`config.mk`:
```
export PLATFORM = sky130hd
export DESIGN_NAME = rrpc_parser
export DESIGN_NICKNAME = d
export VERILOG_FILES = /design/src/rtl/rrpc_pkg.sv /design/src/rtl/rrpc_parser.sv
export SDC_FILE = /design/constraint.sdc
export NUM_CORES = 1
export LEC_CHECK = 0
export ABC_AREA = 1
export BUFFER_PORTS_ARGS = -buffer_cell sky130_fd_sc_hd__buf_4
export CAP_MARGIN = 20
export CORE_MARGIN = 5
export CORE_UTILIZATION = 30
export DETAILED_ROUTE_END_ITERATION = 16
export GPL_ROUTABILITY_DRIVEN = 0
export SLEW_MARGIN = 10
export SYNTH_ARGS = -nofsm -noshare
export SYNTH_HDL_FRONTEND = slang
export SYNTH_SLANG_ARGS = --single-unit
export TNS_END_PERCENT = 50
```
`constraint.sdc`:
```
create_clock -name i_clk -period 4.45 [get_ports i_clk]
set_clock_uncertainty 0.15 [all_clocks]
set_input_delay 0.445 -clock i_clk [delete_from_list [all_inputs] [get_ports i_clk]]
set_output_delay 0.445 -clock i_clk [all_outputs]
set_load 0.02 [all_outputs]
```
`src/rtl/rrpc_pkg.sv`:
```
// Shared types, constants and the CRC-8 step for the RMAP reply checker.
// No dependencies; imported by every module under rtl/.
package rrpc_pkg;

    localparam int POS_W = 25;
    localparam int LEN_W = 24;

    localparam int DEF_MIN_REPLY_BYTES = 8;
    localparam int DEF_LENGTH_BITS     = 24;

    localparam logic [POS_W-1:0] POS_MAX = {POS_W{1'b1}};

    localparam logic [7:0] OWN_ADDR_RESET   = 8'hFE;
    localparam logic [7:0] RMAP_PROTOCOL_ID = 8'h01;
    localparam logic [7:0] CRC_POLY_REFL    = 8'hE0;

    // header byte positions
    localparam logic [POS_W-1:0] POS_ADDR     = POS_W'(0);
    localparam logic [POS_W-1:0] POS_PROTO    = POS_W'(1);
    localparam logic [POS_W-1:0] POS_INSTR    = POS_W'(2);
    localparam logic [POS_W-1:0] POS_STATUS   = POS_W'(3);
    localparam logic [POS_W-1:0] POS_TARGET   = POS_W'(4);
    localparam logic [POS_W-1:0] POS_TID_HI   = POS_W'(5);
    localparam logic [POS_W-1:0] POS_TID_LO   = POS_W'(6);
    localparam logic [POS_W-1:0] POS_LEN_HI   = POS_W'(8);
    localparam logic [POS_W-1:0] POS_LEN_LO   = POS_W'(10);
    localparam logic [POS_W-1:0] HDR_END_WR   = POS_W'(7);
    localparam logic [POS_W-1:0] HDR_END_RD   = POS_W'(11);
    localparam logic [POS_W-1:0] DATA_START   = POS_W'(12);

    localparam logic [POS_W-1:0] WRITE_REPLY_BYTES   = POS_W'(8);
    localparam logic [POS_W-1:0] READ_REPLY_OVERHEAD = POS_W'(13);

    localparam int INSTR_CMD_BIT   = 6;
    localparam int INSTR_WRITE_BIT = 5;

    localparam logic KIND_DATA    = 1'b0;
    localparam logic KIND_VERDICT = 1'b1;

    typedef enum logic [1:0] {
        VERDICT_SUCCESS  = 2'd0,
        VERDICT_INVALID  = 2'd1,
        VERDICT_ADDR_BAD = 2'd2,
        VERDICT_CRC_BAD  = 2'd3
    } t_verdict;

    typedef struct packed {
        logic [7:0] packet_byte;
        logic       end_of_packet;
    } t_in_item;

    typedef struct packed {
        logic             result_kind;
        logic [7:0]       payload_byte;
        t_verdict         verdict;
        logic [7:0]       reply_status;
        logic [7:0]       target_address;
        logic [15:0]      transaction_id;
        logic [LEN_W-1:0] reply_data_length;
        logic [7:0]       instruction_byte;
        logic             was_write_reply;
    } t_out_item;

    // RMAP CRC-8, reflected 0x07, one byte
    function automatic logic [7:0] crc8_update(input logic [7:0] crc, input logic [7:0] b);
        logic [7:0] c;
        c = crc ^ b;
        for (int i = 0; i < 8; i++) begin
            c = c[0] ? ((c >> 1) ^ CRC_POLY_REFL) : (c >> 1);
        end
        return c;
    endfunction

endpackage

```
`src/rtl/rrpc_parser.sv`:
```
// Per-packet state of the RMAP reply checker: header capture, CRC, position
// count and the end-of-packet verdict. Depends on rrpc_pkg.
module rrpc_parser
    import rrpc_pkg::*;
#(
    parameter int MIN_REPLY_BYTES = DEF_MIN_REPLY_BYTES,
    parameter int LENGTH_BITS     = DEF_LENGTH_BITS
) (
    input  logic       i_clk,
    input  logic       i_rst_n,
    input  logic       i_take,
    input  t_in_item   i_item,
    input  logic [7:0] i_own_addr,
    output logic       o_emit,
    output t_out_item  o_result
);

    localparam logic [LEN_W-1:0] LenMask   = {LEN_W{1'b1}} >> (LEN_W - LENGTH_BITS);
    localparam logic [POS_W-1:0] MinReply  = POS_W'(MIN_REPLY_BYTES);

    logic [POS_W-1:0] r_pos,   n_pos;
    logic [7:0]       r_crc,   n_crc;
    logic             r_amis,  n_amis;
    logic             r_pbad,  n_pbad;
    logic             r_hbad,  n_hbad;
    logic             r_dbad,  n_dbad;
    logic [7:0]       r_instr, n_instr;
    logic [7:0]       r_stat,  n_stat;
    logic [7:0]       r_tgt,   n_tgt;
    logic [15:0]      r_tid,   n_tid;
    logic [LEN_W-1:0] r_len,   n_len;

    logic       n_emit;
    t_out_item  n_result;

    always_comb begin
        logic [7:0]       b;
        logic [POS_W-1:0] pos, hdr_end, data_end, total;
        logic             at_start, is_cmd, is_write, is_rd_reply, fwd;
        logic [7:0]       crc_base, crc_next;
        t_verdict         v;

        b        = i_item.packet_byte;
        pos      = r_pos;
        at_start = (pos == POS_ADDR);

        // a new packet starts from cleared state
        crc_base = at_start ? 8'd0 : r_crc;
        n_amis   = at_start ? (b != i_own_addr) : r_amis;
        n_pbad   = at_start ? 1'b0 : r_pbad;
        n_hbad   = at_start ? 1'b0 : r_hbad;
        n_dbad   = at_start ? 1'b0 : r_dbad;
        n_instr  = at_start ? 8'd0 : r_instr;
        n_stat   = at_start ? 8'd0 : r_stat;
        n_tgt    = at_start ? 8'd0 : r_tgt;
        n_tid    = at_start ? 16'd0 : r_tid;
        n_len    = at_start ? '0 : r_len;

        if (pos == POS_PROTO) begin
            n_pbad = (b != RMAP_PROTOCOL_ID);
        end
        if (pos == POS_INSTR) begin
            n_instr = b;
        end
        if (pos == POS_STATUS) begin
            n_stat = b;
        end
        if (pos == POS_TARGET) begin
            n_tgt = b;
        end
        if (pos == POS_TID_HI || pos == POS_TID_LO) begin
            n_tid = {n_tid[7:0], b};
        end
        if (pos >= POS_LEN_HI && pos <= POS_LEN_LO) begin
            n_len = {n_len[LEN_W-9:0], b};
            if (pos == POS_LEN_LO) begin
                n_len = n_len & LenMask;
            end
        end

        is_cmd      = n_instr[INSTR_CMD_BIT];
        is_write    = n_instr[INSTR_WRITE_BIT];
        is_rd_reply = !is_cmd && !is_write;
        hdr_end     = is_write ? HDR_END_WR : HDR_END_RD;
        data_end    = DATA_START + POS_W'(n_len);

        crc_next = crc8_update(crc_base, b);
        n_crc    = crc_base;
        fwd      = 1'b0;
        if (pos < hdr_end) begin
            n_crc = crc_next;
        end else if (pos == hdr_end) begin
            n_hbad = (b != crc_base);
            n_crc  = 8'd0;
        end else if (!is_write) begin
            if (pos < data_end) begin
                n_crc = crc_next;
                fwd   = is_rd_reply && !n_amis && !n_pbad;
            end else if (pos == data_end) begin
                n_dbad = (b != crc_base);
            end
        end

        total = (pos < POS_MAX) ? pos + POS_W'(1) : POS_MAX;

        // first failing check decides
        if (total < MinReply)                               v = VERDICT_INVALID;
        else if (n_amis)                                    v = VERDICT_ADDR_BAD;
        else if (n_pbad)                                    v = VERDICT_INVALID;
        else if (is_cmd)                                    v = VERDICT_SUCCESS;
        else if (is_write)
            v = (total != WRITE_REPLY_BYTES) ? VERDICT_INVALID
              : (n_hbad ? VERDICT_CRC_BAD : VERDICT_SUCCESS);
        else if (total < READ_REPLY_OVERHEAD)               v = VERDICT_INVALID;
        else if (n_hbad)                                    v = VERDICT_CRC_BAD;
        else if (POS_W'(n_len) + READ_REPLY_OVERHEAD != total) v = VERDICT_INVALID;
        else if (n_dbad)                                    v = VERDICT_CRC_BAD;
        else                                                v = VERDICT_SUCCESS;

        n_result.result_kind       = i_item.end_of_packet ? KIND_VERDICT : KIND_DATA;
        n_result.payload_byte      = i_item.end_of_packet ? 8'd0 : b;
        n_result.verdict           = i_item.end_of_packet ? v : VERDICT_SUCCESS;
        n_result.reply_status      = n_stat;
        n_result.target_address    = n_tgt;
        n_result.transaction_id    = n_tid;
        n_result.reply_data_length = is_rd_reply ? n_len : '0;
        n_result.instruction_byte  = n_instr;
        n_result.was_write_reply   = !is_cmd && is_write;

        n_emit = i_take && (i_item.end_of_packet || fwd);

        if (i_item.end_of_packet) begin
            n_pos = '0;
        end else begin
            n_pos = (pos < POS_MAX) ? pos + POS_W'(1) : POS_MAX;
        end
    end

    always_ff @(posedge i_clk) begin
        if (!i_rst_n) begin
            r_pos   <= '0;
            r_crc   <= '0;
            r_amis  <= 1'b0;
            r_pbad  <= 1'b0;
            r_hbad  <= 1'b0;
            r_dbad  <= 1'b0;
            r_instr <= '0;
            r_stat  <= '0;
            r_tgt   <= '0;
            r_tid   <= '0;
            r_len   <= '0;
        end else if (i_take) begin
            r_pos   <= n_pos;
            r_crc   <= i_item.end_of_packet ? 8'd0 : n_crc;
            r_amis  <= i_item.end_of_packet ? 1'b0 : n_amis;
            r_pbad  <= i_item.end_of_packet ? 1'b0 : n_pbad;
            r_hbad  <= i_item.end_of_packet ? 1'b0 : n_hbad;
            r_dbad  <= i_item.end_of_packet ? 1'b0 : n_dbad;
            r_instr <= i_item.end_of_packet ? 8'd0 : n_instr;
            r_stat  <= i_item.end_of_packet ? 8'd0 : n_stat;
            r_tgt   <= i_item.end_of_packet ? 8'd0 : n_tgt;
            r_tid   <= i_item.end_of_packet ? 16'd0 : n_tid;
            r_len   <= i_item.end_of_packet ? '0 : n_len;
        end
    end

    assign o_emit   = n_emit;
    assign o_result = n_result;

endmodule

```
==> results of run 1 <==
registers in the layout, indices dropped and copies added, names as in the netlist:
| name | count |
|---|---|
| r_instr | 8 |
| r_hbad | 1 |
| r_pbad | 1 |
| r_pos | 25 |
| r_tgt | 8 |
| r_dbad | 1 |
| r_crc | 8 |
| r_tid | 16 |
| r_len | 24 |
| r_stat | 8 |
| r_amis | 1 |
area by class of cell:
cell class	count	area (um2)
fill	3135	16900
multi-input combinational	1216	6650
timing repair buffer	348	2760
sequential	101	2040
tap	390	488
inverter	119	452
clock buffer	9	225
clock inverter	7	87.6
metal layers:
metal	share of wire (%)	GRT usage, %	vias to the layer above
met5	0	0	-
met4	2.4	5.99	0
met3	6.3	3.39	60
met2	47	32.5	399
met1	45	27.6	5087
li1	-	-	5460
cell families after synthesis:
| group | Yosys count | synth area share [%] |
|---|---|---|
| buffers and inverters | 184 | 8.85 |
| adder cells (fa/ha/maj) | 35 | 4.89 |
| flip-flops | 101 | 22.6 |
| XOR/XNOR | 51 | 5.30 |
| AO/OA/AOI/OAI | 200 | 11.8 |
| AND/OR/NAND/NOR | 928 | 46.6 |
repair_timing:
item,CTS,global route
setup buffers,14,23
setup endpoints to repair,3,12
gates cloned,1,4
resized for setup,52,87
pin swaps,27,55
synthesized netlist by cell type (27+ instances only):
| library cell | n | area (um2) |
|---|---|---|
| nand2_1 | 514 | 1930 |
| nand3_1 | 134 | 671 |
| a21oi_1 | 121 | 606 |
| nor2_1 | 119 | 447 |
| inv_1 | 104 | 390 |
| dfxtp_1 | 101 | 2020 |
| o21ai_0 | 55 | 275 |
| clkbuf_1 | 40 | 150 |
| xor2_1 | 38 | 333 |
| ha_1 | 35 | 438 |
| nand2_2 | 31 | 194 |
| nand4_1 | 27 | 169 |
cell usage in the layout, fill, tap and decap left out, drive strengths merged, types with 2 or more instances in the layout:
master,synthesis,layout
inv,117,117
nor2,152,152
xor2,40,40
o211ai,5,5
nor4,8,8
clkbuf,40,12
nand3,147,149
o21a,3,3
nand3b,5,5
xnor2,10,10
buf,25,345
or3,2,2
or2,12,12
nand2,547,547
nand4,27,27
clkinv,2,8
nor3,22,22
o21ai,62,62
and2,2,2
o21bai,2,2
dfxtp,101,101
ha,35,35
a21oi,124,124
tightest hold or removal path, stage by stage:
cell and delay [ns]:
buf_4 0.11, o22ai_1 0.09, inv_1 0.05, nor2_1 0.03
report_power, final:
group	switching (mW)	total (mW)	leakage, nW	internal [mW]
registers	0.00364	0.913	0.822	0.910
logic	0.168	0.256	4.74	0.0883
clock network	0.439	0.843	0.148	0.404
per-stage QoR:
stage,utilization [%],cells,setup slack (ns)
final,43.0,2190,-0.839
after global routing,43.0,2190,-1.05
after CTS,41.0,2164,-0.756
after detailed placement,39.0,2133,-0.667
after global placement,39.0,2133,-0.718
after floorplan,-,1499,0.000456
how the worst max path moves through the flow:
stage          slack [ns]  cells past startpoint      endpoint
2_1_floorplan      0.0005                     31  o_result[66]
3_5_place_dp        -0.67                     30  o_result[66]
4_1_cts             -0.76                     27  o_result[65]
5_1_grt             -1.05                     32  o_result[65]
6_report            -0.84                     31  o_result[65]
3_3_place_gp        -0.72                     32  o_result[66]
==> results.json, run 1 <==
{
  "dpl_cell_area_um2": 11500,
  "critPathMostFrequentCell": "nor2_4",
  "synth_cell_types": 51,
  "r2r-start": "r_pos[24]",
  "relSlewSlack_pct": 36.5,
  "start_util_pct": 30.3,
  "route.detailed.drc": 0,
  "failed_checks": "setup timing",
  "grt_pass1_vias": 10171,
  "total_power_mw": 2.01,
  "io_buffers": 96,
  "setup_violations": 3,
  "clock-sinks": 101,
  "final_area_um2": 12700,
  "worstSetupPathType": "register to output pin",
  "finalHoldViolations": 0,
  "vdd.ir_drop.worst_mv": 0.159,
  "wirelength_um": 36000,
  "fin_ws_ns": -0.839,
  "cts-root-buf": "clkbuf_16",
  "vias_per_cell": 5.03,
  "max-cap-violations": 0,
  "ys_ff_latch": 101,
  "dp_hpwl_um": 27100,
  "startpoint": "r_pos[24]",
  "top_level_ports": 97,
  "power_density_nw_per_um2": 159,
  "ys_seq_area_share_pct": 22.6,
  "syn_area_per_cell_um2": 5.98,
  "synth_ff_type": "dfxtp_1",
  "tightest_slew_ns": 0.952,
  "slowest_delay_ns": 0.34,
  "synth_warnings": 0,
  "grt_max_degree": 82,
  "syn_nets": 1554,
  "crit_slowest_cell": "dfxtp_2",
  "rrSetupSlack_ns": 0.20,
  "die_y_um": 183,
  "wire_per_inst_um": 16.4,
  "startpoint_type": "register",
  "clock_latency_ns": 0.37,
  "crit_path_max_fanout": 7,
  "dieArea_um2": 33400,
  "num_vias": 11006,
  "ff2ff_path_depth": 30,
  "netlist_area_um2": 8960,
  "worstPathRequired_ns": 3.86,
  "synth_cells": 1499,
  "cts_buffers": 9,
  "n_antenna_cell": 0,
  "clkTransAtPathRegs_ns": 0.08,
  "status": "finished, violations left",
  "p_leak_nw": 5.71,
  "grt_antenna_before_repair": 0,
  "whs_ns": 0.234,
  "cts_tree": "built",
  "holdPathStages": 4,
  "arrival_ns": 4.69,
  "async_flop_share_pct": 0,
  "critPathBufInv": 4,
  "hold_end": "r_pos[17]",
  "grt_pass1_wl_um": 54300,
  "min_period_ns": 5.29,
  "drive_gt1_share_pct": 31.9,
  "grt.total_usage_pct": 20.1,
  "crit_family": "simple AND/OR/NAND/NOR gates",
  "endpoint_kind": "output pin",
  "design.core.area_um2": 29600,
  "num_rows": 63,
  "timing.fmax_mhz": 189,
  "ant_nets": 0,
  "hold_class": "input port to register",
  "hp-start": "i_take",
  "setup_tns_ns": -1.99,
  "overflow": 0,
  "drv_slew": 0,
  "drtIter0Drc": 989,
  "synth_edf_count": 0,
  "fin_nets": 1850,
  "rsz0062_at_grt": "yes",
  "rr_endpoint": "r_dbad",
  "area_growth_pct": 41.7,
  "clockBufferDepth": 2,
  "h-tree-depth": 3,
  "period_share_pct": 119,
  "die_w_um": 183,
  "post_cts_hold_buffer_count": 0,
  "dr.pass1.iters": 5
}
(Power assumes the default switching activity.)
==> run 2, diff against run 1 <==
Settings changed: TNS_END_PERCENT 50 to not set.
==> run 2 against run 1 <==
- the run still ends with setup timing left
- critical path depth is 3 lower
- non-clock buffer count increased by 6
- sequential power about the same
- fmax shrank 0.47%
- die area did not move
- utilization increased by 0.43 points
- largest power group unchanged
- clock power about the same
- largest cell class unchanged
- register-to-register slack worse by 0.06 ns
- critical endpoint unchanged
==> results.json, run 2 (synthesis gave the netlist of run 1 again) <==
{
  "status": "finished, violations left",
  "failed_checks": "setup timing",
  "h-tree-depth": 3,
  "ff2ff_path_depth": 27,
  "vdd.ir_drop.worst_mv": 0.158,
  "overflow": 0,
  "tightest_slew_ns": 0.948,
  "critPathBufInv": 4,
  "cts_buffers": 9,
  "worstPathRequired_ns": 3.86,
  "largest_reg_flops": 25,
  "num_vias": 11178,
  "fin_cells": 2196,
  "drive_gt1_share_pct": 32.8,
  "top_level_ports": 97,
  "setup_violations": 3,
  "n_antenna_cell": 0,
  "fin_nets": 1856,
  "min_period_ns": 5.31,
  "setup_tns_ns": -2.10,
  "crit_path_max_fanout": 7,
  "die_w_um": 183,
  "dr.pass1.iters": 5,
  "wirelength_um": 36300,
  "grt_max_degree": 82,
  "arrival_ns": 4.72,
  "cts-root-buf": "clkbuf_16",
  "io_buffers": 96,
  "endpoint_kind": "output pin",
  "fin_ws_ns": -0.864,
  "final_area_um2": 12800,
  "cp_num_cells": 28,
  "crit_slowest_cell": "or3_4",
  "num_rows": 63,
  "dieArea_um2": 33400,
  "dp_slack_ns": -0.667,
  "finalHoldViolations": 0,
  "grt_pass1_vias": 10222,
  "crit_family": "simple AND/OR/NAND/NOR gates",
  "clock_latency_ns": 0.37,
  "grt_antenna_before_repair": 0,
  "mostFrequentLayoutCell": "nand2_1",
  "dpl_cell_area_um2": 11500,
  "total_power_mw": 2.02,
  "p_leak_nw": 5.78,
  "reg_top3": "r_pos: 25 flops, r_len: 24 flops, r_tid: 16 flops",
  "drtIter0Drc": 1007,
  "top_register": "r_pos",
  "timing.fmax_mhz": 188,
  "start_util_pct": 30.3,
  "vias_per_cell": 5.09,
  "max-cap-violations": 0,
  "worstSetupPathType": "register to output pin",
  "post_cts_hold_buffer_count": 0,
  "postLayoutCoreUtil_pct": 43.4,
  "period_share_pct": 119,
  "ant_nets": 0,
  "power_density_nw_per_um2": 157,
  "cts_tree": "built",
  "wire_per_inst_um": 16.5,
  "dp_cells": 2133,
  "whs_ns": 0.235,
  "clockBufferDepth": 2,
  "area_growth_pct": 43.1,
  "rsz0062_at_grt": "yes",
  "drv_slew": 0,
  "startpoint_type": "register",
  "slowest_delay_ns": 0.43,
  "die_y_um": 183,
  "relSlewSlack_pct": 36.8,
  "grt.total_usage_pct": 20.2,
  "dp_hpwl_um": 27100,
  "grt_pass1_wl_um": 54600,
  "clock-sinks": 101,
  "route.detailed.drc": 0,
  "hold_class": "input port to register",
  "final_cell_mix": "nand2_1 (484), buf_4 (331), nand3_1 (123), a21oi_1 (117)",
  "design.core.area_um2": 29600,
  "clkTransAtPathRegs_ns": 0.08,
  "holdPathStages": 4
}
-- run 2: cell count changes in the layout (fill, tap and decap cells not counted), sizes merged --
cell | previous run | this run
buf | 345 | 351
-- run 2: area by class of cell --
class | count | area, um2
Clock buffer | 9 | 225
Inverter | 119 | 454
Clock inverter | 7 | 87.6
Sequential cell | 101 | 2040
Multi-Input combinational cell | 1216 | 6700
Timing Repair Buffer | 354 | 2830
Fill cell | 3109 | 16700
Tap cell | 390 | 488
-- run 2: what timing repair did --
item / 4_1_cts / 5_1_grt
cloned: 1 / 5
buffers inserted: 18 / 23
endpoints found under the hold margin: 0 / 0
setup endpoints to repair: 3 / 12
resized for setup: 67 / 91
pin swaps: 35 / 72
-- run 2: tightest hold or removal path: cells and delay by family --
family,cells,cell delay (ns)
buf+inv,2,0.16
compound gates,1,0.09
simple gates,1,0.03
-- run 2: metal layers --
metal	global-route usage [%]	vias up	routed length (um)
li1	-	5473	-
met5	0	-	0
met4	5.81	0	1080
met3	3.55	71	2600
met2	33.0	455	16900
met1	27.4	5179	15700
-- run 2: worst paths after layout --
check / slack (ns) / to / start
worst max register to register: 0.14 / r_dbad / r_pos[23]
worst min register to register: 0.32 / r_tid[11] / r_tid[11]
worst min-delay path: 0.23 / r_pos[17] / i_take
worst max-delay path: -0.86 / o_result[65] / r_pos[23]
-- run 2: report_power, final --
group / switching, mW / internal (mW)
clock: 0.437 / 0.404
combinational: 0.170 / 0.0915
sequential: 0.00357 / 0.910
total: 0.610 / 1.41
==> run 3, diff against run 2 <==
--- a/config.mk
+++ b/config.mk
@@ -13,4 +13,5 @@
 export DETAILED_ROUTE_END_ITERATION = 16
 export GPL_ROUTABILITY_DRIVEN = 0
+export SKIP_LAST_GASP = 1
 export SLEW_MARGIN = 10
 export SYNTH_ARGS = -nofsm -noshare
==> constraint.sdc (replaced) <==
create_clock -name i_clk -period 4.45 [get_ports i_clk]
set_clock_uncertainty 0.15 [all_clocks]
set_input_delay 1.335 -clock i_clk [delete_from_list [all_inputs] [get_ports i_clk]]
set_output_delay 1.335 -clock i_clk [all_outputs]
set_load 0.02 [all_outputs]
==> run 3 against run 2 <==
- the flow still finishes with violations (setup timing)
- non-clock buffer count increased by 127
- worst setup slack got worse by 0.87 ns
- register-to-register slack improved by 0.03 ns
- highest routed layer unchanged
- critical path type unchanged
==> results.json, run 3 (synthesis gave the netlist of run 1 again) <==
{
  "rr_endpoint": "r_crc[0]",
  "area_growth_pct": 53.9,
  "power.share.combinational_pct": 14.4,
  "hold_end": "r_dbad",
  "clkTransAtPathRegs_ns": 0.09,
  "r2r-start": "r_pos[1]",
  "netSwitchingFraction_pct": 30.7,
  "overflow": 0,
  "p_switching_uw": 634,
  "setup_violations": 16,
  "die_y_um": 183,
  "whs_ns": 0.319,
  "p_clk_share_pct": 41.5,
  "post_cts_hold_buffer_count": 0,
  "fin_ws_ns": -1.73,
  "timing.fmax_mhz": 162,
  "top_level_ports": 97,
  "ant_nets": 0,
  "final_cell_mix": "nand2_1 (491), buf_4 (455), nand3_1 (126), a21oi_1 (116), inv_1 (93)",
  "cts-root-buf": "clkbuf_16",
  "relSlewSlack_pct": 28.1,
  "start_util_pct": 30.3,
  "reg_top3": "r_pos: 25 flops, r_len: 24 flops, r_tid: 16 flops",
  "power_density_nw_per_um2": 150,
  "grt_pass1_vias": 10932,
  "vdd.ir_drop.worst_mv": 0.187,
  "arrival_ns": 4.70,
  "top_register": "r_pos",
  "h-tree-depth": 3,
  "p_leak_nw": 6.41,
  "dieArea_um2": 33400,
  "cts_buffers": 9,
  "hold_class": "register to register",
  "power_frac_seq_pct": 44.2,
  "slowest_delay_ns": 0.38,
  "holdPathStages": 2,
  "drive_gt1_share_pct": 36.5,
  "n_antenna_cell": 0,
  "period_share_pct": 139,
  "hp-start": "r_dbad",
  "design.core.area_um2": 29600,
  "worstPathRequired_ns": 2.96,
  "grt.total_usage_pct": 21.3,
  "tightest_slew_ns": 1.08,
  "max-cap-violations": 0,
  "io_buffers": 96,
  "internal_power_mw": 1.43,
  "startpoint_type": "register",
  "cts_tree": "built",
  "worstSetupPathType": "register to output pin",
  "clock_latency_ns": 0.37,
  "dr.pass1.iters": 5,
  "clock-sinks": 101,
  "grt_antenna_before_repair": 0,
  "drv_slew": 0,
  "fin_nets": 1983,
  "route.detailed.drc": 0,
  "rrSetupSlack_ns": 0.17,
  "mostFrequentLayoutCell": "nand2_1",
  "dpl_cell_area_um2": 12600,
  "finalHoldViolations": 0,
  "dp_hpwl_um": 28300,
  "ff2ff_path_depth": 28,
  "dp_slack_ns": -1.64,
  "num_rows": 63,
  "crit_path_max_fanout": 5,
  "crit_slowest_cell": "or3_1",
  "vias_per_cell": 4.97,
  "rsz0062_at_grt": "yes",
  "grt_pass1_wl_um": 57600,
  "endpoint_kind": "output pin",
  "largest_reg_flops": 25,
  "status": "finished, violations left",
  "clockBufferDepth": 2,
  "die_w_um": 183,
  "drtIter0Drc": 916,
  "wire_per_inst_um": 16.1,
  "failed_checks": "setup timing",
  "num_vias": 11544,
  "wirelength_um": 37500,
  "final_area_um2": 13800,
  "grt_max_degree": 93,
  "min_period_ns": 6.18
}
[run 3: changes by cell type in the layout (fill, tap and decap cells not counted), moves of 4 or more]
cell / change
buf_4: +124
nand2_2: -14
nor2_2: +11
dfxtp_2: -9
dfxtp_1: +8
inv_2: +7
nand2_1: +7
nand2_4: +5
nand3_2: -5
nor2_1: -5
buf_12: +4
inv_1: -4
nor2_4: -4
[run 3: worst max-delay path by stage]
stage,start,endpoint,slack (ns)
floorplan,i_item[8],o_result[66],-1.02
finish,r_pos[1],o_result[65],-1.73
CTS,r_pos[19],o_result[65],-1.66
global route,r_pos[1],o_result[65],-2.01
detailed placement,i_item[6],o_result[66],-1.64
global placement,i_item[5],o_result[66],-1.59
[run 3: layout make-up]
class,count,area (um2)
repair buffers,481,3830
well taps,390,488
flip-flops and latches,101,2040
clock buffers,9,225
fillers,2992,15800
multi-input cells,1216,6680
inverters,119,450
clock inverters,7,88.8
[run 3: worst max-delay path: cells and delay by family (launching register included)]
family          cells  cell delay (ns)
flops               1             0.35
fa+ha+maj           2             0.47
compound gates      3             0.50
buf+inv             5             0.61
simple gates       17             2.21
xor+xnor            1             0.14
[run 3: metrics by stage]
| step | setup TNS, ns | power, mW | utilization [%] | cells |
|---|---|---|---|---|
| after global placement | -7.75 | 1.19 | 42.7 | 2263 |
| after CTS | -5.02 | 2.08 | 45.7 | 2308 |
| after detailed placement | -9.20 | 1.19 | 42.7 | 2263 |
| final | -5.34 | 2.07 | 46.7 | 2323 |
| after floorplan | -2.60 | 1.08 | - | 1499 |
| after global routing | -8.69 | 2.14 | 46.7 | 2323 |
[run 3: power by group through the flow]
| stage | registers [mW] | logic [mW] | clock network, mW |
|---|---|---|---|
| detailed placement | 0.934 | 0.256 | 0 |
| floorplan | 0.934 | 0.147 | 0 |
| global route | 0.914 | 0.317 | 0.907 |
| finish | 0.913 | 0.297 | 0.857 |
| CTS | 0.913 | 0.288 | 0.876 |
| global placement | 0.934 | 0.255 | 0 |
[run 3: timing repair]
item	CTS	global route
pin swaps	31	51
gates cloned	4	1
resized for setup	70	59
buffers inserted	25	17
endpoints found under the setup margin	26	31
[run 3: layer usage]
metal  up-vias  wire length, um  part of all wire (%)  GRT usage (%)
li1       5727                -                     -              -
met1      5351            15700                    42           26.8
met2       392            17900                    48           36.1
met3        74             2650                   7.1           4.88
met4         0             1170                   3.1           6.91
met5         -                0                     0              0
